[src/hw/rtl/bcm_pkg.sv]
// Shared types and constants for the biconnected components block.
// Used by the RAM-based walk sequencer, the result stage and the top level.
// No dependencies.
package bcm_pkg;

	localparam int VERTICES  = 8;
	localparam int VW        = 3;
	localparam int NUM_W     = 4;
	localparam int DEPTH_W   = 4;
	localparam int EDGE_CAP  = VERTICES * (VERTICES - 1) / 2 + 1;
	localparam int SP_W      = 5;
	localparam int FRAME_W   = 2 * VW + 1 + NUM_W;
	localparam int EDGE_W    = 2 * VW;

	typedef enum logic [1:0] {
		OP_ADD   = 2'd0,
		OP_CLEAR = 2'd1,
		OP_RUN   = 2'd2
	} op_t;

	typedef enum logic [3:0] {
		ST_IDLE,
		ST_ADD_WA,
		ST_ADD_WB,
		ST_ROW,
		ST_SCAN,
		ST_VISITED,
		ST_POP_FRAME,
		ST_POP_LOW,
		ST_COMP_RD,
		ST_COMP_EMIT,
		ST_FINISH
	} state_t;

	typedef struct packed {
		logic [VW-1:0]    vert;
		logic [VW-1:0]    par;
		logic             hasp;
		logic [NUM_W-1:0] nxt;
	} frame_t;

	typedef struct packed {
		logic          req;
		logic          fin;
		logic [VW-1:0] from_v;
		logic [VW-1:0] to_v;
		logic          has_edge;
		logic          cend;
	} emit_t;

	function automatic logic [VERTICES-1:0] vbit(input logic [VW-1:0] v);
		logic [VERTICES-1:0] r;
		r = '0;
		r[v] = 1'b1;
		return r;
	endfunction

endpackage

[src/hw/rtl/biconnected_components_matrix.sv]
// Top level of the biconnected components block over a bit adjacency matrix.
// Depends on bcm_pkg, bcm_walk (sequencer and memories) and bcm_out.
//
//  Channel  Handshake             Payload
//  in       in_valid / in_stall   operation, vertex_a, vertex_b
//  out      out_valid / out_stall edge_from, edge_to, has_edge, component_end, run_end
//
// An add is a read-modify-write of one or two adjacency rows. The length of a
// run grows with the vertices visited, the already visited neighbours seen, the
// returns to a parent and the edges emitted.
// Reset empties the matrix at once through per-row valid bits.
// A stalled output holds the sequencer at the end of a run, and otherwise only once the hold-back stage is full.
module biconnected_components_matrix (
	input  logic                   clk,
	input  logic                   arst_n,
	input  logic                   in_valid,
	output logic                   in_stall,
	input  logic [1:0]             operation,
	input  logic [bcm_pkg::VW-1:0] vertex_a,
	input  logic [bcm_pkg::VW-1:0] vertex_b,
	output logic                   out_valid,
	input  logic                   out_stall,
	output logic [bcm_pkg::VW-1:0] edge_from,
	output logic [bcm_pkg::VW-1:0] edge_to,
	output logic                   has_edge,
	output logic                   component_end,
	output logic                   run_end
);

	bcm_pkg::emit_t em;
	logic           em_rdy;

	bcm_walk u_walk (
		.clk(clk), .arst_n(arst_n),
		.in_valid(in_valid), .in_stall(in_stall),
		.operation(operation), .vertex_a(vertex_a), .vertex_b(vertex_b),
		.em(em), .em_rdy(em_rdy)
	);

	bcm_out u_out (
		.clk(clk), .arst_n(arst_n),
		.em(em), .em_rdy(em_rdy),
		.out_valid(out_valid), .out_stall(out_stall),
		.edge_from(edge_from), .edge_to(edge_to), .has_edge(has_edge),
		.component_end(component_end), .run_end(run_end)
	);

endmodule

[src/hw/rtl/bcm_ram.sv]
// Generic single-write, single-read synchronous RAM with registered read data.
// Read data holds while no read is enabled. No dependencies.
module bcm_ram #(
	parameter int WIDTH = 8,
	parameter int DEPTH = 8,
	parameter int AW    = 3
) (
	input  logic             clk,
	input  logic             we,
	input  logic [AW-1:0]    waddr,
	input  logic [WIDTH-1:0] wdata,
	input  logic             re,
	input  logic [AW-1:0]    raddr,
	output logic [WIDTH-1:0] rdata
);

	logic [WIDTH-1:0] mem [DEPTH];

	always_ff @(posedge clk) begin
		if (we) begin
			mem[waddr] <= wdata;
		end
	end

	always_ff @(posedge clk) begin
		if (re) begin
			rdata <= mem[raddr];
		end
	end

endmodule

[src/hw/rtl/bcm_walk.sv]
// Sequencer for edge insertion, clearing and the depth-first component walk.
// Holds adjacency, discovery, low, edge stack and frame stack in bcm_ram
// instances; depends on bcm_pkg and bcm_ram.
module bcm_walk (
	input  logic                   clk,
	input  logic                   arst_n,
	input  logic                   in_valid,
	output logic                   in_stall,
	input  logic [1:0]             operation,
	input  logic [bcm_pkg::VW-1:0] vertex_a,
	input  logic [bcm_pkg::VW-1:0] vertex_b,
	output bcm_pkg::emit_t         em,
	input  logic                   em_rdy
);

	localparam int V  = bcm_pkg::VERTICES;
	localparam int VW = bcm_pkg::VW;
	localparam int NW = bcm_pkg::NUM_W;

	bcm_pkg::state_t state_q, state_d;

	logic [VW-1:0]             u_q, par_q, c_q, w_q, a_q, b_q;
	logic                      hasp_q, isp_q, emitted_q;
	logic [NW-1:0]             nxt_q, du_q, lu_q, lc_q, cnt_q;
	logic [bcm_pkg::DEPTH_W-1:0] depth_q, dm1, dm2;
	logic [bcm_pkg::SP_W-1:0]  sp_q, spm1;
	logic [V-1:0]              visited_q, vld_q, row_q;

	// Memory ports.
	logic                      adj_we, adj_re;
	logic [VW-1:0]             adj_wa, adj_ra;
	logic [V-1:0]              adj_wd, adj_rd;
	logic                      dsc_we, dsc_re, low_we, low_re;
	logic [VW-1:0]             dsc_wa, dsc_ra, low_wa, low_ra;
	logic [NW-1:0]             dsc_wd, dsc_rd, low_wd, low_rd;
	logic                      stk_we, stk_re;
	logic [bcm_pkg::SP_W-1:0]  stk_wa, stk_ra;
	logic [bcm_pkg::EDGE_W-1:0] stk_wd, stk_rd;
	logic                      frm_we, frm_re;
	logic [VW-1:0]             frm_wa, frm_ra;
	logic [bcm_pkg::FRAME_W-1:0] frm_wd_v, frm_rd_v;
	bcm_pkg::frame_t           frm_wd, frm_rd;

	// Scan of the cached row.
	logic [V:0]                lowmask;
	logic [V-1:0]              masked;
	logic [VW-1:0]             w_c;
	logic                      found, w_vis, is_par;
	logic [V-1:0]              adj_old;
	logic [VW-1:0]             pop_x, pop_y;
	logic                      pop_last;

	assign dm1  = depth_q - 1'b1;
	assign dm2  = depth_q - 2'd2;
	assign spm1 = sp_q - 1'b1;
	assign adj_old = vld_q[adj_wa] ? adj_rd : '0;
	assign frm_wd_v = frm_wd;
	assign frm_rd   = bcm_pkg::frame_t'(frm_rd_v);
	assign pop_x    = stk_rd[2*VW-1:VW];
	assign pop_y    = stk_rd[VW-1:0];
	assign pop_last = (pop_x == u_q && pop_y == c_q) || sp_q == '0;

	always_comb begin
		lowmask = ({{V{1'b0}}, 1'b1} << nxt_q) - 1'b1;
		masked  = row_q & ~lowmask[V-1:0];
		found   = |masked;
		w_c     = '0;
		for (int i = V - 1; i >= 0; i--) begin
			if (masked[i]) begin
				w_c = VW'(i);
			end
		end
		w_vis  = visited_q[w_c];
		is_par = hasp_q && par_q == w_c;
	end

	assign in_stall = state_q != bcm_pkg::ST_IDLE;

	// Next state.
	always_comb begin
		state_d = state_q;
		case (state_q)
			bcm_pkg::ST_IDLE: begin
				if (in_valid) begin
					case (bcm_pkg::op_t'(operation))
						bcm_pkg::OP_ADD: state_d = bcm_pkg::ST_ADD_WA;
						bcm_pkg::OP_RUN: state_d = bcm_pkg::ST_ROW;
						default:         state_d = bcm_pkg::ST_IDLE;
					endcase
				end
			end
			bcm_pkg::ST_ADD_WA:
				state_d = (a_q != b_q) ? bcm_pkg::ST_ADD_WB : bcm_pkg::ST_IDLE;
			bcm_pkg::ST_ADD_WB:    state_d = bcm_pkg::ST_IDLE;
			bcm_pkg::ST_ROW:       state_d = bcm_pkg::ST_SCAN;
			bcm_pkg::ST_SCAN: begin
				if (found) begin
					state_d = w_vis ? bcm_pkg::ST_VISITED : bcm_pkg::ST_ROW;
				end else if (depth_q > 4'd1) begin
					state_d = bcm_pkg::ST_POP_FRAME;
				end else begin
					state_d = bcm_pkg::ST_FINISH;
				end
			end
			bcm_pkg::ST_VISITED:   state_d = bcm_pkg::ST_SCAN;
			bcm_pkg::ST_POP_FRAME: state_d = bcm_pkg::ST_POP_LOW;
			bcm_pkg::ST_POP_LOW:
				state_d = (lc_q >= dsc_rd) ? bcm_pkg::ST_COMP_RD : bcm_pkg::ST_SCAN;
			bcm_pkg::ST_COMP_RD:
				state_d = (sp_q == '0) ? bcm_pkg::ST_SCAN : bcm_pkg::ST_COMP_EMIT;
			bcm_pkg::ST_COMP_EMIT: begin
				if (em_rdy) begin
					state_d = pop_last ? bcm_pkg::ST_SCAN : bcm_pkg::ST_COMP_RD;
				end
			end
			bcm_pkg::ST_FINISH: begin
				if (em_rdy) begin
					state_d = bcm_pkg::ST_IDLE;
				end
			end
			default: state_d = bcm_pkg::ST_IDLE;
		endcase
	end

	// Memory controls and result requests.
	always_comb begin
		adj_we = 1'b0; adj_wa = '0; adj_wd = '0; adj_re = 1'b0; adj_ra = '0;
		dsc_we = 1'b0; dsc_wa = '0; dsc_wd = '0; dsc_re = 1'b0; dsc_ra = '0;
		low_we = 1'b0; low_wa = '0; low_wd = '0; low_re = 1'b0; low_ra = '0;
		stk_we = 1'b0; stk_wa = '0; stk_wd = '0; stk_re = 1'b0; stk_ra = '0;
		frm_we = 1'b0; frm_wa = '0; frm_wd = '0; frm_re = 1'b0; frm_ra = '0;
		em = '0;
		case (state_q)
			bcm_pkg::ST_IDLE: begin
				if (in_valid && (bcm_pkg::op_t'(operation) == bcm_pkg::OP_ADD ||
						bcm_pkg::op_t'(operation) == bcm_pkg::OP_RUN)) begin
					adj_re = 1'b1;
					adj_ra = vertex_a;
				end
				if (in_valid && bcm_pkg::op_t'(operation) == bcm_pkg::OP_RUN) begin
					dsc_we = 1'b1; dsc_wa = vertex_a; dsc_wd = '0;
					low_we = 1'b1; low_wa = vertex_a; low_wd = '0;
				end
			end
			bcm_pkg::ST_ADD_WA: begin
				adj_we = 1'b1;
				adj_wa = a_q;
				adj_wd = adj_old | bcm_pkg::vbit(b_q);
				adj_re = a_q != b_q;
				adj_ra = b_q;
			end
			bcm_pkg::ST_ADD_WB: begin
				adj_we = 1'b1;
				adj_wa = b_q;
				adj_wd = adj_old | bcm_pkg::vbit(a_q);
			end
			bcm_pkg::ST_SCAN: begin
				if (found && !w_vis) begin
					dsc_we = 1'b1; dsc_wa = w_c; dsc_wd = cnt_q;
					low_we = 1'b1; low_wa = w_c; low_wd = cnt_q;
					stk_we = 1'b1; stk_wa = sp_q; stk_wd = {u_q, w_c};
					frm_we = 1'b1;
					frm_wa = dm1[VW-1:0];
					frm_wd.vert = u_q;
					frm_wd.par  = par_q;
					frm_wd.hasp = hasp_q;
					frm_wd.nxt  = {1'b0, w_c} + 1'b1;
					adj_re = 1'b1; adj_ra = w_c;
				end else if (found) begin
					dsc_re = 1'b1; dsc_ra = w_c;
				end else if (depth_q > 4'd1) begin
					frm_re = 1'b1; frm_ra = dm2[VW-1:0];
				end
			end
			bcm_pkg::ST_VISITED: begin
				if (!isp_q && dsc_rd < du_q) begin
					stk_we = 1'b1; stk_wa = sp_q; stk_wd = {u_q, w_q};
				end
				if (!isp_q && dsc_rd < lu_q) begin
					low_we = 1'b1; low_wa = u_q; low_wd = dsc_rd;
				end
			end
			bcm_pkg::ST_POP_FRAME: begin
				adj_re = 1'b1; adj_ra = frm_rd.vert;
				dsc_re = 1'b1; dsc_ra = frm_rd.vert;
				low_re = 1'b1; low_ra = frm_rd.vert;
			end
			bcm_pkg::ST_POP_LOW: begin
				if (lc_q < low_rd) begin
					low_we = 1'b1; low_wa = u_q; low_wd = lc_q;
				end
			end
			bcm_pkg::ST_COMP_RD: begin
				stk_re = sp_q != '0;
				stk_ra = spm1;
			end
			bcm_pkg::ST_COMP_EMIT: begin
				em.req      = 1'b1;
				em.from_v   = pop_x;
				em.to_v     = pop_y;
				em.has_edge = 1'b1;
				em.cend     = pop_last;
			end
			bcm_pkg::ST_FINISH: begin
				em.fin = 1'b1;
				em.req = !emitted_q;
			end
			default: ;
		endcase
	end

	always_ff @(posedge clk or negedge arst_n) begin
		if (!arst_n) begin
			state_q   <= bcm_pkg::ST_IDLE;
			vld_q     <= '0;
			visited_q <= '0;
			cnt_q     <= '0;
			sp_q      <= '0;
			depth_q   <= '0;
			emitted_q <= 1'b0;
		end else begin
			state_q <= state_d;
			case (state_q)
				bcm_pkg::ST_IDLE: begin
					if (in_valid) begin
						case (bcm_pkg::op_t'(operation))
							bcm_pkg::OP_CLEAR: vld_q <= '0;
							bcm_pkg::OP_RUN: begin
								visited_q <= bcm_pkg::vbit(vertex_a);
								cnt_q     <= 4'd1;
								sp_q      <= '0;
								depth_q   <= 4'd1;
								emitted_q <= 1'b0;
							end
							default: ;
						endcase
					end
				end
				bcm_pkg::ST_ADD_WA: vld_q[a_q] <= 1'b1;
				bcm_pkg::ST_ADD_WB: vld_q[b_q] <= 1'b1;
				bcm_pkg::ST_SCAN: begin
					if (found && !w_vis) begin
						visited_q[w_c] <= 1'b1;
						cnt_q          <= cnt_q + 1'b1;
						sp_q           <= sp_q + 1'b1;
						depth_q        <= depth_q + 1'b1;
					end else if (!found) begin
						depth_q <= dm1;
					end
				end
				bcm_pkg::ST_VISITED: begin
					if (!isp_q && dsc_rd < du_q) begin
						sp_q <= sp_q + 1'b1;
					end
				end
				bcm_pkg::ST_COMP_RD: begin
					if (sp_q != '0) begin
						sp_q <= spm1;
					end
				end
				bcm_pkg::ST_COMP_EMIT: begin
					if (em_rdy) begin
						emitted_q <= 1'b1;
					end
				end
				default: ;
			endcase
		end
	end

	// Cached top frame and operands; no reset needed.
	always_ff @(posedge clk) begin
		case (state_q)
			bcm_pkg::ST_IDLE: begin
				a_q    <= vertex_a;
				b_q    <= vertex_b;
				u_q    <= vertex_a;
				hasp_q <= 1'b0;
				par_q  <= '0;
				nxt_q  <= '0;
				du_q   <= '0;
				lu_q   <= '0;
			end
			bcm_pkg::ST_ROW: row_q <= vld_q[u_q] ? adj_rd : '0;
			bcm_pkg::ST_SCAN: begin
				w_q   <= w_c;
				isp_q <= is_par;
				if (found && !w_vis) begin
					u_q    <= w_c;
					par_q  <= u_q;
					hasp_q <= 1'b1;
					nxt_q  <= '0;
					du_q   <= cnt_q;
					lu_q   <= cnt_q;
				end else if (found) begin
					nxt_q <= {1'b0, w_c} + 1'b1;
				end else begin
					lc_q <= lu_q;
					c_q  <= u_q;
				end
			end
			bcm_pkg::ST_VISITED: begin
				if (!isp_q && dsc_rd < lu_q) begin
					lu_q <= dsc_rd;
				end
			end
			bcm_pkg::ST_POP_FRAME: begin
				u_q    <= frm_rd.vert;
				par_q  <= frm_rd.par;
				hasp_q <= frm_rd.hasp;
				nxt_q  <= frm_rd.nxt;
			end
			bcm_pkg::ST_POP_LOW: begin
				du_q  <= dsc_rd;
				lu_q  <= (lc_q < low_rd) ? lc_q : low_rd;
				row_q <= vld_q[u_q] ? adj_rd : '0;
			end
			default: ;
		endcase
	end

	bcm_ram #(.WIDTH(V), .DEPTH(V), .AW(VW)) u_adj (
		.clk(clk), .we(adj_we), .waddr(adj_wa), .wdata(adj_wd),
		.re(adj_re), .raddr(adj_ra), .rdata(adj_rd)
	);

	bcm_ram #(.WIDTH(NW), .DEPTH(V), .AW(VW)) u_dsc (
		.clk(clk), .we(dsc_we), .waddr(dsc_wa), .wdata(dsc_wd),
		.re(dsc_re), .raddr(dsc_ra), .rdata(dsc_rd)
	);

	bcm_ram #(.WIDTH(NW), .DEPTH(V), .AW(VW)) u_low (
		.clk(clk), .we(low_we), .waddr(low_wa), .wdata(low_wd),
		.re(low_re), .raddr(low_ra), .rdata(low_rd)
	);

	bcm_ram #(.WIDTH(bcm_pkg::EDGE_W), .DEPTH(bcm_pkg::EDGE_CAP),
			.AW(bcm_pkg::SP_W)) u_stk (
		.clk(clk), .we(stk_we), .waddr(stk_wa), .wdata(stk_wd),
		.re(stk_re), .raddr(stk_ra), .rdata(stk_rd)
	);

	bcm_ram #(.WIDTH(bcm_pkg::FRAME_W), .DEPTH(V), .AW(VW)) u_frm (
		.clk(clk), .we(frm_we), .waddr(frm_wa), .wdata(frm_wd_v),
		.re(frm_re), .raddr(frm_ra), .rdata(frm_rd_v)
	);

endmodule

[src/hw/rtl/bcm_out.sv]
// Result stage: holds back one result so that the last one of a run can be
// marked, then presents it in an output register. Depends on bcm_pkg.
module bcm_out (
	input  logic                   clk,
	input  logic                   arst_n,
	input  bcm_pkg::emit_t         em,
	output logic                   em_rdy,
	output logic                   out_valid,
	input  logic                   out_stall,
	output logic [bcm_pkg::VW-1:0] edge_from,
	output logic [bcm_pkg::VW-1:0] edge_to,
	output logic                   has_edge,
	output logic                   component_end,
	output logic                   run_end
);

	logic                   pend_v_q, out_v_q, out_rdy, take;
	logic [bcm_pkg::VW-1:0] pend_from_q, pend_to_q;
	logic                   pend_he_q, pend_ce_q;

	assign out_rdy   = !out_v_q || !out_stall;
	assign em_rdy    = em.fin ? out_rdy : (!pend_v_q || out_rdy);
	assign take      = (em.req || em.fin) && em_rdy;
	assign out_valid = out_v_q;

	always_ff @(posedge clk or negedge arst_n) begin
		if (!arst_n) begin
			pend_v_q <= 1'b0;
			out_v_q  <= 1'b0;
		end else begin
			// A new transaction reaches the output register either at the end of a
			// run or when the held-back one is pushed out by a newer one.
			if (take && (em.fin || pend_v_q)) begin
				out_v_q <= 1'b1;
			end else if (out_v_q && !out_stall) begin
				out_v_q <= 1'b0;
			end
			if (take) begin
				pend_v_q <= !em.fin;
			end
		end
	end

	always_ff @(posedge clk) begin
		if (take) begin
			if (em.fin && em.req) begin
				edge_from     <= em.from_v;
				edge_to       <= em.to_v;
				has_edge      <= em.has_edge;
				component_end <= em.cend;
				run_end       <= 1'b1;
			end else if (em.fin || pend_v_q) begin
				edge_from     <= pend_from_q;
				edge_to       <= pend_to_q;
				has_edge      <= pend_he_q;
				component_end <= pend_ce_q;
				run_end       <= em.fin;
			end
			if (!em.fin) begin
				pend_from_q <= em.from_v;
				pend_to_q   <= em.to_v;
				pend_he_q   <= em.has_edge;
				pend_ce_q   <= em.cend;
			end
		end
	end

endmodule
[config.mk]
export PLATFORM = sky130hd
export DESIGN_NAME = biconnected_components_matrix
export DESIGN_NICKNAME = d
export VERILOG_FILES = /design/src/hw/rtl/bcm_pkg.sv /design/src/hw/rtl/biconnected_components_matrix.sv /design/src/hw/rtl/bcm_ram.sv /design/src/hw/rtl/bcm_walk.sv /design/src/hw/rtl/bcm_out.sv
export SDC_FILE = /design/constraint.sdc
export NUM_CORES = 1
export LEC_CHECK = 0
export BUFFER_PORTS_ARGS = -buffer_cell sky130_fd_sc_hd__clkbuf_2
export CAP_MARGIN = 5
export CELL_PAD_IN_SITES_DETAIL_PLACEMENT = 1
export CELL_PAD_IN_SITES_GLOBAL_PLACEMENT = 2
export CORE_AREA = 4 4 233 235
export CTS_CLUSTER_SIZE = 30
export DETAILED_ROUTE_END_ITERATION = 8
export DIE_AREA = 0 0 237 239
export PLACE_DENSITY = 0.9
export SYNTH_ARGS = -nofsm -noshare
export SYNTH_HDL_FRONTEND = slang
export SYNTH_SLANG_ARGS = --single-unit
[constraint.sdc]
create_clock -name clk -period 5.7 [get_ports clk]
set_clock_uncertainty 0.1 [all_clocks]
set_input_delay 1.14 -clock clk [delete_from_list [all_inputs] [get_ports clk]]
set_output_delay 1.14 -clock clk [all_outputs]
set_load 0.05 [all_outputs]
; ---- After elaboration in Yosys (flattened, before gate mapping)
; Memories as Yosys holds them, arrays and structs flattened. A register that Yosys moved wholly into a read port is not among the register bits.
; Index checks and enable logic that the tools add are counted.
[classes]
addsub = 8
n_lt_le_gt_ge = 15
eq_ne = 27
shifts = 1
n_mux = 153
n_bitwise = 10
n_reduce_logical = 59
[op_table]
columns = cell, n
row1 = 2-to-1 mux 4 bit, 22
row2 = 2-to-1 mux 3 bit, 29
row3 = 2-to-1 mux 8 bit, 7
row4 = 2-to-1 mux 1 bit, 46
row5 = 2-to-1 mux 5 bit, 8
row6 = bitwise OR 8 bit, 5
row7 = one-hot mux 4 bit (3 select lines), 3
row8 = one-hot mux 4 bit (9 select lines), 1
row9 = one-hot mux 8 bit (2 select lines), 2
row10 = less-than comparator 3 x 4 -> 1 bit (second input constant), 6
row11 = one-hot mux 3 bit (4 select lines), 2
row12 = one-hot mux 8 bit (3 select lines), 1
row13 = 2-to-1 mux 11 bit, 2
row14 = one-hot mux 5 bit (4 select lines), 1
row15 = one-hot mux 3 bit (2 select lines), 3
row16 = one-hot mux 3 bit (3 select lines), 2
row17 = == test 4 x 3 -> 1 bit (second input constant), 4
row18 = one-hot mux 4 bit (2 select lines), 2
row19 = one-hot mux 4 bit (4 select lines), 1
row20 = logical AND 1 bit, 15
row21 = != test 2 x 1 -> 1 bit (second input constant), 7
row22 = demux 1 bit (select 3 bit), 4
row23 = == test 4 bit (second input constant), 3
row24 = greater-or-equal comparator 3 x 1 -> 1 bit (second input constant), 4
row25 = other kinds (47), 93
[word_totals]
register_bits = 97
ram_bits = 390
in_bits = 12
output_inout_bits = 11
wordCells = 309
mem_count = 5
[memory_table]
columns = memory, depth, word_bits, rd, rd_ports_with_merged_regs, write_ports, line_no
row1 = u_walk.u_stk.mem, 29, 6, 1, 1, 1, bcm_ram.sv:17  ; logic [WIDTH-1:0] mem [DEPTH];
row2 = u_walk.u_frm.mem, 8, 11, 1, 1, 1, bcm_ram.sv:17
row3 = u_walk.u_adj.mem, 8, 8, 1, 1, 1, bcm_ram.sv:17
row4 = u_walk.u_dsc.mem, 8, 4, 1, 1, 1, bcm_ram.sv:17
row5 = u_walk.u_low.mem, 8, 4, 1, 1, 1, bcm_ram.sv:17

; ---- Logic depth before layout (Yosys ltp)
; Gate-level depths: netlist (run 1).
[depth]
ltp_word = 20
ltp_mapped = 18
mapped_depth_nobuf = 14

; ---- Cells and area by module
; A second synthesis (run 1) with hierarchy kept.
[unflattened]
cells_unflattened = 1480
area_unflattened_um2 = 23087.1
[modules_own_cells]
columns = mod, instances, cells_per_inst, area_each_um2, seq_area_each_um2
row1 = bcm_ram at u_walk.u_stk, 1, 360, 7103.1, 5405.2
row2 = bcm_walk, 1, 692, 5908.2, 2172.1
row3 = bcm_ram at u_walk.u_frm, 1, 150, 3767.4, 2972.9
row4 = bcm_ram at u_walk.u_dsc ..., 2, 63, 1410.1, 1081.0
row5 = bcm_ram at u_walk.u_adj, 1, 114, 2771.4, 2162.1
row6 = bcm_out, 1, 38, 716.9, 560.5

; ---- Least setup slack after synthesis (run 1)
; No wires, ideal clock.
[synth_timing]
path_type = register -> register
start = register u_walk.nxt_q[3]
end = memory u_walk.u_frm.mem[3][0] (netlist name) (enable)
setup_ns = 0.408
arrival_time_ns = 4.519
path_slack_ns = 0.673
path_stages_with_launch = 17
path_buffers = 4
synth_period_minus_slack_ns = 5.027
path_cell_list = edfxtp_1 -> buf_2 -> nor4_2 -> inv_1 -> ha_1 -> buf_2 -> xor2_1 -> a2111o_1 -> and3_1 -> a21oi_4 -> inv_1 -> a2111oi_2 -> or4_1 -> buf_4 -> buf_2 -> nand2_1 -> nor4_1
[synth_between]
elab_chain_len = 20
word_cells_on_any_way = 23
[synth_rtl]
columns = item, line_no
row1 = "start, declared", bcm_walk.sv:24  ; logic [NW-1:0] nxt_q, du_q, lu_q, lc_q, cnt_q;
row2 = "start signal, assigned", bcm_walk.sv:296  ; nxt_q <= {1'b0, w_c} + 1'b1;
row3 = "start signal, assigned", bcm_walk.sv:311  ; nxt_q <= frm_rd.nxt;
row4 = left shift 1 x 4 -> 8 bit (*), bcm_walk.sv:64  ; lowmask = ({{V{1'b0}}, 1'b1} << nxt_q) - 1'b1;
row5 = subtractor 8 x 1 -> 8 bit (*), bcm_walk.sv:64
row6 = inverter 8 bit (*), bcm_walk.sv:65  ; masked = row_q & ~lowmask[V-1:0];
row7 = bitwise AND 8 bit (*), bcm_walk.sv:65
row8 = 2-to-1 mux 3 bit (7 in series), bcm_walk.sv:69  ; if (masked[i]) begin
row9 = 2-to-1 mux 3 bit (*), bcm_walk.sv:69
row10 = via u_walk.w_c[1], bcm_walk.sv:47  ; logic [VW-1:0] w_c;
row11 = binary-select mux 1 bit (select 3 bit) (*), bcm_walk.sv:73  ; w_vis = visited_q[w_c];
row12 = 2-to-1 mux 1 bit (implied by the code) (*), bcm_walk.sv:73
row13 = zero test 1 bit (*), bcm_walk.sv:158  ; if (found && !w_vis) begin
row14 = logical AND 1 bit (*), bcm_walk.sv:158
row15 = 2-to-1 mux 1 bit, bcm_walk.sv:158
row16 = 2-to-1 mux 1 bit, bcm_walk.sv:133  ; case (state_q)
row17 = 2-to-1 mux 1 bit, bcm_ram.sv:20  ; if (we) begin
row18 = 2-to-1 mux 1 bit (implied by the code), bcm_ram.sv:21  ; mem[waddr] <= wdata;
row19 = "end, declared", bcm_ram.sv:17
; The timed path passes the listed nets; every way through them passes the cells marked *. The select of a mux whose other input is x is not followed.

; ---- Worst setup path in the final report (run 1)
[layout_timing]
start = register u_walk.nxt_q[3]
end = memory u_walk.u_stk.mem[7][1] (netlist name) (enable)
[layout_between]
elab_chain_len = 20
word_cells_on_any_way = 23
[layout_rtl]
columns = item, line_no
row1 = left shift 1 x 4 -> 8 bit (*), bcm_walk.sv:64
row2 = subtractor 8 x 1 -> 8 bit (*), bcm_walk.sv:64
row3 = inverter 8 bit (*), bcm_walk.sv:65
row4 = bitwise AND 8 bit (*), bcm_walk.sv:65
row5 = 2-to-1 mux 3 bit (7 in series), bcm_walk.sv:69
row6 = 2-to-1 mux 3 bit (*), bcm_walk.sv:69
row7 = via u_walk.w_c[1], bcm_walk.sv:47
row8 = binary-select mux 1 bit (select 3 bit) (*), bcm_walk.sv:73
row9 = 2-to-1 mux 1 bit (implied by the code) (*), bcm_walk.sv:73
row10 = zero test 1 bit (*), bcm_walk.sv:158
row11 = logical AND 1 bit (*), bcm_walk.sv:158
row12 = 2-to-1 mux 1 bit, bcm_walk.sv:158
row13 = one-hot mux 1 bit (2 select lines), bcm_walk.sv:133
row14 = 2-to-1 mux 1 bit, bcm_ram.sv:20
row15 = 2-to-1 mux 1 bit (implied by the code), bcm_ram.sv:21
row16 = "end, declared", bcm_ram.sv:17
; Marks and branches as above.

==> results.toml, run 1 <==
[run_status]
status = "finished, final reports clean"

[worst_hold_path]
holdCritPathClass = "reg2reg"
hold-path-cell-count = 0

[power_and_ir_drop]
p_per_area_nw_per_um2 = 437.3
p_total_uw = 11310
power_leakage_uw = 0.008727
power.ir.vdd_worst_v = 0.0002619

[drt]
routed-via-count = 15280
drt_wl_total_um = 62920
detail_route.wl_per_cell_um = 24.87
avgViaCountPerCell = 6.041
post_route_ant_nets = 0
drt_pre_antenna_iters = 5
detailedRoute.firstIterationViolations = 1219
drcViolationCount = 0

[clock_network]
total_clock_sinks = 520
ctsLongestPathBuffers = 3
cts.repair_timing.setup_buffer_count = 0
post_cts_resized = 0
cts_tree = "yes"
htree_levels = 2
tritoncts.num_buffers = 53
root_buffer_cell = "sky130_fd_sc_hd__clkbuf_16"
insertion_delay_ns = 0.63
clk_pin_slew_ns = 0.06
cts_hold_buffers = 0

[sta]
finalHoldViolations = 0
max_slew.worst_pin.slew_ns = 1.229
maxClockFrequency_mhz = 188.9
worst_relative_slew_slack = 0.1792
whs_ns = 0.3712
min_period_over_period = 0.9290
report.final.setup_viol = 0
finalSetupTns_ns = 0
slew_viol_final = 0
grt_setup_unrepaired = "false"
layout_min_cycle_time_ns = 5.295

[yosys]
seq_area_frac_synth = 0.6653
average_footprint_of_a_synthesized_cell_um2 = 13.02
synth_top_cell_area_share = 0.6265
syn_area_um2 = 23200
synth-seq-cells = 520
yosys.cell_types.count = 90
netlist_instances = 1782
synth-async-reset-ratio = 0.06923
post_synth_main_area_contributors = "sky130_fd_sc_hd__edfxtp_1 (63%), sky130_fd_sc_hd__dfrtp_1 (3.9%), sky130_fd_sc_hd__nand2_1 (3.2%)"
synth_nets = 1818
yosysWarnings = 0
edff_count_synth = 484
post_synthesis_cell_type_with_the_largest_combined_area = "sky130_fd_sc_hd__edfxtp_1"
synth_cell_count_leaders = "sky130_fd_sc_hd__edfxtp_1 (484), sky130_fd_sc_hd__nand2_1 (198), sky130_fd_sc_hd__nor2_1 (156), sky130_fd_sc_hd__clkbuf_1 (87), sky130_fd_sc_hd__o21ai_0 (73)"
most_instantiated_library_cell_after_synthesis = "sky130_fd_sc_hd__edfxtp_1"
synth-main-ff-cell = "sky130_fd_sc_hd__edfxtp_1"

[finish]
post_route_cells_drive_above_1_share = 0.1140
fin_nets = 1835
antenna-diode-count = 0
multiInputGateArea_um2 = 7229
finalInstanceArea_um2 = 25870
syn_to_final_growth_pct = 11.54
final-seq-area_um2 = 15440
fillerInstances = 5195
final_core_area_utilization = 0.4954

[setup_path]
kind_of_critical_path = "reg2reg"
timing.critical_path.buf_inv = 3
cp_num_cells = 15
critical_path.cell_chain = "nor4_2 > inv_1 > ha_1 > xor2_1 > a2111o_1 > and3_1 > a21oi_4 > inv_1 > a2111oi_2 > nor4_2 > nor3_2 > nor2_1 > buf_4 > or3_1 > nor2_1"
beginning_of_the_critical_path = "u_walk.nxt_q[3]$_DFFE_PP_"
timing.critical_path.to = "u_walk.u_stk.mem[7][1]$_DFFE_PP_"
ff2ff_setup_slack_ns = 0.40
crit_required_ns = 5.82
critPathSlowestCell = "sky130_fd_sc_hd__edfxtp_1"
timing.critical_path.arrival_ns = 5.42
cp-end-kind = "register"
worst_path_largest_cell_delay_ns = 0.56
critical-path-top-delay-family = "simple AND/OR/NAND/NOR gates"
critPathLaunchType = "register"
worstPathMaxFanout = 11
r2r_end = "u_walk.u_stk.mem[7][1]$_DFFE_PP_"
worst_reg2reg_path_depth = 15
r2r-start = "u_walk.nxt_q[3]$_DFFE_PP_"

[global_routing]
grtUsageMet2 = 0.3802
largest_net_degree_at_the_start_of_global_routing = 63
grt_use_met1 = 0.2800
number_of_antenna_violations_at_the_first_check_in_global_routing = 0
grt_util_met3 = 0.03438
grt-busiest-layer = "met2"
gr-usage-all-layers = 0.2184
global_route_wire_length_before_repair_um = 95860
grt.overflow.total = 0
grt_pass1_vias = 15960

[die]
floorplan.die.height_um = 239
pin_count = 23
core_region_area_um2 = 52240
die-area_um2 = 56640
initial_core_utilization = 0.4441
fp-row-count = 84
die_width_um = 237

[placement]
dp.final_hpwl_um = 42430
port-buffer-count = 22
placed_area_um2 = 24160
place.gp.congestion = 0.8747

[run]
cap_violations = 0
==> metal layers <==
metal | up-vias | routed length, um
met1 | 7842 | 25590
met5 | - | 0
met4 | 0 | 2184
li1 | 6822 | -
met2 | 466 | 31900
met3 | 154 | 3245
==> logic make-up after synthesis <==
family                   count (synthesis)  synth area share
XOR/XNOR                                21          0.007928
multiplexers                            86           0.04482
AND/OR/NAND/NOR                        590            0.1195
adder cells (fa/ha/maj)                 24           0.01294
AO/OA/AOI/OAI                          394            0.1232
flip-flops                             520            0.6653
buffers and inverters                  147           0.02632
==> cell type report <==
type                    instances  area share
clock buffers                  66     0.05430
inverters                      40    0.005996
multi-input cells            1115      0.2794
repair buffers                 69     0.01838
clock inverters                32     0.01209
flip-flops and latches        520      0.5966
well taps                     688     0.03327
==> where the power goes <==
part / leakage (uW) / internal (uW) / total (uW) / switching (uW)
combinational: 0.00318 / 951 / 2900 / 1940
clock: 0.000836 / 1940 / 3420 / 1480
sequential: 0.00471 / 4650 / 4990 / 342
==> worst min-delay path by stage <==
stage / startpoint / to / slack [ns]
final: u_walk.lu_q[3]$_DFFE_PP_ / u_walk.lc_q[3]$_DFFE_PP_ / 0.37
after global routing: u_walk.lu_q[3]$_DFFE_PP_ / u_walk.lc_q[3]$_DFFE_PP_ / 0.37
after CTS: u_walk.lu_q[2]$_DFFE_PP_ / u_walk.lc_q[2]$_DFFE_PP_ / 0.36
after detailed placement: u_walk.lu_q[2]$_DFFE_PP_ / u_walk.lc_q[2]$_DFFE_PP_ / 0.35
after global placement: u_walk.lu_q[2]$_DFFE_PP_ / u_walk.lc_q[2]$_DFFE_PP_ / 0.34
after floorplan: u_walk.u_q[0]$_DFFE_PP_ / u_walk.c_q[0]$_DFFE_PP_ / 0.32
==> worst reg2reg max path: stages, from the launching register on <==
cell and delay (ns):
sky130_fd_sc_hd__edfxtp_1 0.56, sky130_fd_sc_hd__nor4_2 0.51, sky130_fd_sc_hd__inv_1 0.09, sky130_fd_sc_hd__ha_1 0.32, sky130_fd_sc_hd__xor2_1 0.20, sky130_fd_sc_hd__a2111o_1 0.42
sky130_fd_sc_hd__and3_1 0.20, sky130_fd_sc_hd__a21oi_4 0.24, sky130_fd_sc_hd__inv_1 0.20, sky130_fd_sc_hd__a2111oi_2 0.34, sky130_fd_sc_hd__nor4_2 0.12, sky130_fd_sc_hd__nor3_2 0.32
sky130_fd_sc_hd__nor2_1 0.12, sky130_fd_sc_hd__buf_4 0.19, sky130_fd_sc_hd__or3_1 0.52, sky130_fd_sc_hd__nor2_1 0.47
==> flip-flops by register name, indices dropped and copies added (netlist names), 4 cells and up <==
name                count
u_walk.cnt_q            4
u_walk.depth_q          4
u_walk.du_q             4
u_walk.lc_q             4
u_walk.lu_q             4
u_walk.nxt_q            4
u_walk.row_q            8
u_walk.sp_q             5
u_walk.state_q          4
u_walk.u_adj.mem       64
u_walk.u_adj.rdata      8
u_walk.u_dsc.mem       32
u_walk.u_dsc.rdata      4
u_walk.u_frm.mem       88
u_walk.u_frm.rdata     11
u_walk.u_low.mem       32
u_walk.u_low.rdata      4
u_walk.u_stk.mem      174
u_walk.u_stk.rdata      6
u_walk.visited_q        8
u_walk.vld_q            8
==> placed cells by master (no fill, tap or decap), types with 12 or more instances in the layout <==
cell                        instances
sky130_fd_sc_hd__o21ai_0           70
sky130_fd_sc_hd__clkbuf_16         53
sky130_fd_sc_hd__nand2_1          198
sky130_fd_sc_hd__clkinv_2          12
sky130_fd_sc_hd__a211oi_1          29
sky130_fd_sc_hd__and3_1            31
sky130_fd_sc_hd__mux4_2            13
sky130_fd_sc_hd__o22ai_1           23
sky130_fd_sc_hd__or3_1             24
sky130_fd_sc_hd__nand3_1           40
sky130_fd_sc_hd__nand2b_1          16
sky130_fd_sc_hd__ha_1              24
sky130_fd_sc_hd__nor2b_1           36
sky130_fd_sc_hd__a221oi_1          19
sky130_fd_sc_hd__a311oi_1          30
sky130_fd_sc_hd__buf_4             46
sky130_fd_sc_hd__inv_1             38
sky130_fd_sc_hd__a21oi_1           62
sky130_fd_sc_hd__edfxtp_1         484
sky130_fd_sc_hd__mux2i_1           63
sky130_fd_sc_hd__nor3_1            32
sky130_fd_sc_hd__a21o_1            31
sky130_fd_sc_hd__o211ai_1          19
sky130_fd_sc_hd__nor2_1           156
sky130_fd_sc_hd__clkbuf_2          22
sky130_fd_sc_hd__dfrtp_1           35
==> stage by stage <==
stage          cells  worst slack [ns]
5_1_grt         2530           0.08162
6_report        2530            0.4049
4_1_cts         2530            0.3694
3_5_place_dp    2432            0.4311
2_1_floorplan   1782            0.6727
3_3_place_gp    2432            0.6549
Note: power is estimated with default switching activity, not from simulation.
==> inputs of run 2 (changes only) <==
--- a/config.mk
+++ b/config.mk
@@ -5,6 +5,7 @@
 export SDC_FILE = /design/constraint.sdc
 export NUM_CORES = 1
 export LEC_CHECK = 0
+export ABC_CLOCK_PERIOD_IN_PS = 5700
 export BUFFER_PORTS_ARGS = -buffer_cell sky130_fd_sc_hd__clkbuf_2
 export CAP_MARGIN = 5
 export CELL_PAD_IN_SITES_DETAIL_PLACEMENT = 1
@@ -13,6 +14,7 @@
 export CTS_CLUSTER_SIZE = 30
 export DETAILED_ROUTE_END_ITERATION = 8
 export DIE_AREA = 0 0 237 239
+export MAX_ROUTING_LAYER = met4
 export PLACE_DENSITY = 0.9
 export SYNTH_ARGS = -nofsm -noshare
 export SYNTH_HDL_FRONTEND = slang
==> run 2 against run 1 <==
Flip-flop and latch count unchanged. Core utilization unchanged. Wire length decreased by 0.15%. Worst setup slack got worse by 0.026 ns. Sequential share of layout area unchanged. Sequential power about the same. Clock power about the same. Die area unchanged. Cell count unchanged. Hold slack improved by 0.0020 ns. Non-clock buffer count unchanged. Critical path type unchanged. Highest routed layer unchanged.
==> results.toml, run 2 (synthesis gave the netlist of run 1 again) <==
[run_status]
status = "finished, final reports clean"

[drt]
avgViaCountPerCell = 6.007
drt_pre_antenna_iters = 5
drcViolationCount = 0
detailedRoute.firstIterationViolations = 1139
routed-via-count = 15200
post_route_ant_nets = 0
drt_wl_total_um = 62830
detail_route.wl_per_cell_um = 24.83

[sta]
finalSetupTns_ns = 0
slew_viol_final = 0
grt_setup_unrepaired = "false"
maxClockFrequency_mhz = 187.9
report.final.setup_viol = 0
max_slew.worst_pin.slew_ns = 1.227
min_period_over_period = 0.9336
whs_ns = 0.3733
worst_relative_slew_slack = 0.1802
finalHoldViolations = 0
layout_min_cycle_time_ns = 5.321

[clock_network]
ctsLongestPathBuffers = 3
cts_tree = "yes"
root_buffer_cell = "sky130_fd_sc_hd__clkbuf_16"
tritoncts.num_buffers = 53
post_cts_resized = 0
htree_levels = 2
cts_hold_buffers = 0
cts.repair_timing.setup_buffer_count = 0
insertion_delay_ns = 0.63
clk_pin_slew_ns = 0.06
total_clock_sinks = 520

[power_and_ir_drop]
power.ir.vdd_worst_v = 0.0002620
p_per_area_nw_per_um2 = 437.1
power_leakage_uw = 0.008727

[die]
fp-row-count = 84
floorplan.die.height_um = 239
initial_core_utilization = 0.4441
core_region_area_um2 = 52240
die_width_um = 237
die-area_um2 = 56640
pin_count = 23

[finish]
flip_flop_count_of_the_largest_register_after_layout = 174
reg.largest.list = "u_walk.u_stk.mem: 174 flops, u_walk.u_frm.mem: 88 flops, u_walk.u_adj.mem: 64 flops"
antenna-diode-count = 0
fin_nets = 1835
top_register = "u_walk.u_stk.mem"
syn_to_final_growth_pct = 11.54
post_route_cells_drive_above_1_share = 0.1140
final_common_cell = "sky130_fd_sc_hd__edfxtp_1"
layout.cells.most_common_list = "sky130_fd_sc_hd__edfxtp_1 (484), sky130_fd_sc_hd__nand2_1 (198), sky130_fd_sc_hd__nor2_1 (156)"

[setup_path]
kind_of_critical_path = "reg2reg"
worst_reg2reg_path_depth = 15
r2r_end = "u_walk.u_stk.mem[12][2]$_DFFE_PP_"
beginning_of_the_critical_path = "u_walk.nxt_q[3]$_DFFE_PP_"
r2r-start = "u_walk.nxt_q[3]$_DFFE_PP_"
critPathLaunchType = "register"
timing.critical_path.to = "u_walk.u_stk.mem[12][2]$_DFFE_PP_"
cp-end-kind = "register"
crit_required_ns = 5.85
worstPathMaxFanout = 11
timing.critical_path.arrival_ns = 5.47
ff2ff_setup_slack_ns = 0.38

[run]
cap_violations = 0

[global_routing]
gr-usage-all-layers = 0.2252
grt_pass1_vias = 15940
number_of_antenna_violations_at_the_first_check_in_global_routing = 0
largest_net_degree_at_the_start_of_global_routing = 63
grt.overflow.total = 0
global_route_wire_length_before_repair_um = 95870

[placement]
dp.final_hpwl_um = 42430
port-buffer-count = 22
place.gp.congestion = 0.8895

[worst_hold_path]
holdCritPathClass = "reg2reg"
## run 2: cell counts in the layout (fill, tap and decap cells not counted)
No cell type changed its count.
## run 2: critical path, cell delays in order (launching register included)
cell,delay (ns)
sky130_fd_sc_hd__edfxtp_1,0.55
sky130_fd_sc_hd__nor4_2,0.51
sky130_fd_sc_hd__inv_1,0.09
sky130_fd_sc_hd__ha_1,0.32
sky130_fd_sc_hd__xor2_1,0.20
sky130_fd_sc_hd__a2111o_1,0.42
sky130_fd_sc_hd__and3_1,0.20
sky130_fd_sc_hd__a21oi_4,0.24
sky130_fd_sc_hd__inv_1,0.20
sky130_fd_sc_hd__a2111oi_2,0.34
sky130_fd_sc_hd__nor4_2,0.12
sky130_fd_sc_hd__nor3_2,0.33
sky130_fd_sc_hd__nor2_1,0.12
sky130_fd_sc_hd__buf_4,0.19
sky130_fd_sc_hd__a211o_1,0.47
sky130_fd_sc_hd__nor2_1,0.54
## run 2: layer usage
| metal | vias to the layer above | GRT usage | wire [um] |
|---|---|---|---|
| li1 | 6817 | - | - |
| met4 | 0 | 0.07608 | 2107 |
| met5 | - | - | 0 |
| met3 | 149 | 0.03438 | 3220 |
| met1 | 7768 | 0.2804 | 25720 |
| met2 | 463 | 0.3800 | 31780 |
## run 2: worst min path at each step
stage,startpoint,endpoint,slack (ns),cells past startpoint
after global placement,u_walk.lu_q[2]$_DFFE_PP_,u_walk.lc_q[2]$_DFFE_PP_,0.34,0
after floorplan,u_walk.u_q[0]$_DFFE_PP_,u_walk.c_q[0]$_DFFE_PP_,0.32,0
final,u_walk.lu_q[3]$_DFFE_PP_,u_walk.lc_q[3]$_DFFE_PP_,0.37,0
after CTS,u_walk.lu_q[2]$_DFFE_PP_,u_walk.lc_q[2]$_DFFE_PP_,0.36,0
after detailed placement,u_walk.lu_q[2]$_DFFE_PP_,u_walk.lc_q[2]$_DFFE_PP_,0.35,0
after global routing,u_walk.lu_q[3]$_DFFE_PP_,u_walk.lc_q[3]$_DFFE_PP_,0.37,0
## run 2: report_power, final
| group | switching [uW] | total, uW | internal (uW) |
|---|---|---|---|
| logic | 1940 | 2890 | 951 |
| registers | 341 | 4990 | 4650 |
| clock network | 1480 | 3420 | 1940 |
| total | 3770 | 11300 | 7540 |
## run 2: layout make-up
type | instances | area (um2)
Fill cell | 5195 | 26360
Clock buffer | 66 | 1405
Clock inverter | 32 | 312.8
Timing Repair Buffer | 69 | 475.5
Inverter | 40 | 155.1
Sequential cell | 520 | 15440
Tap cell | 688 | 860.8
Multi-Input combinational cell | 1115 | 7229
## run 2: metrics by stage
stage | std cells | setup WS (ns) | utilization | instance area (um2) | power, uW
global route | 2530 | 0.08044 | 0.4954 | 25870 | 11830
detailed placement | 2432 | 0.4311 | 0.4625 | 24160 | 7926
finish | 2530 | 0.3787 | 0.4954 | 25870 | 11310
global placement | 2432 | 0.6549 | 0.4625 | 24160 | 7802
floorplan | 1782 | 0.6727 | - | 23200 | 6989
CTS | 2530 | 0.3694 | 0.4954 | 25870 | 11350
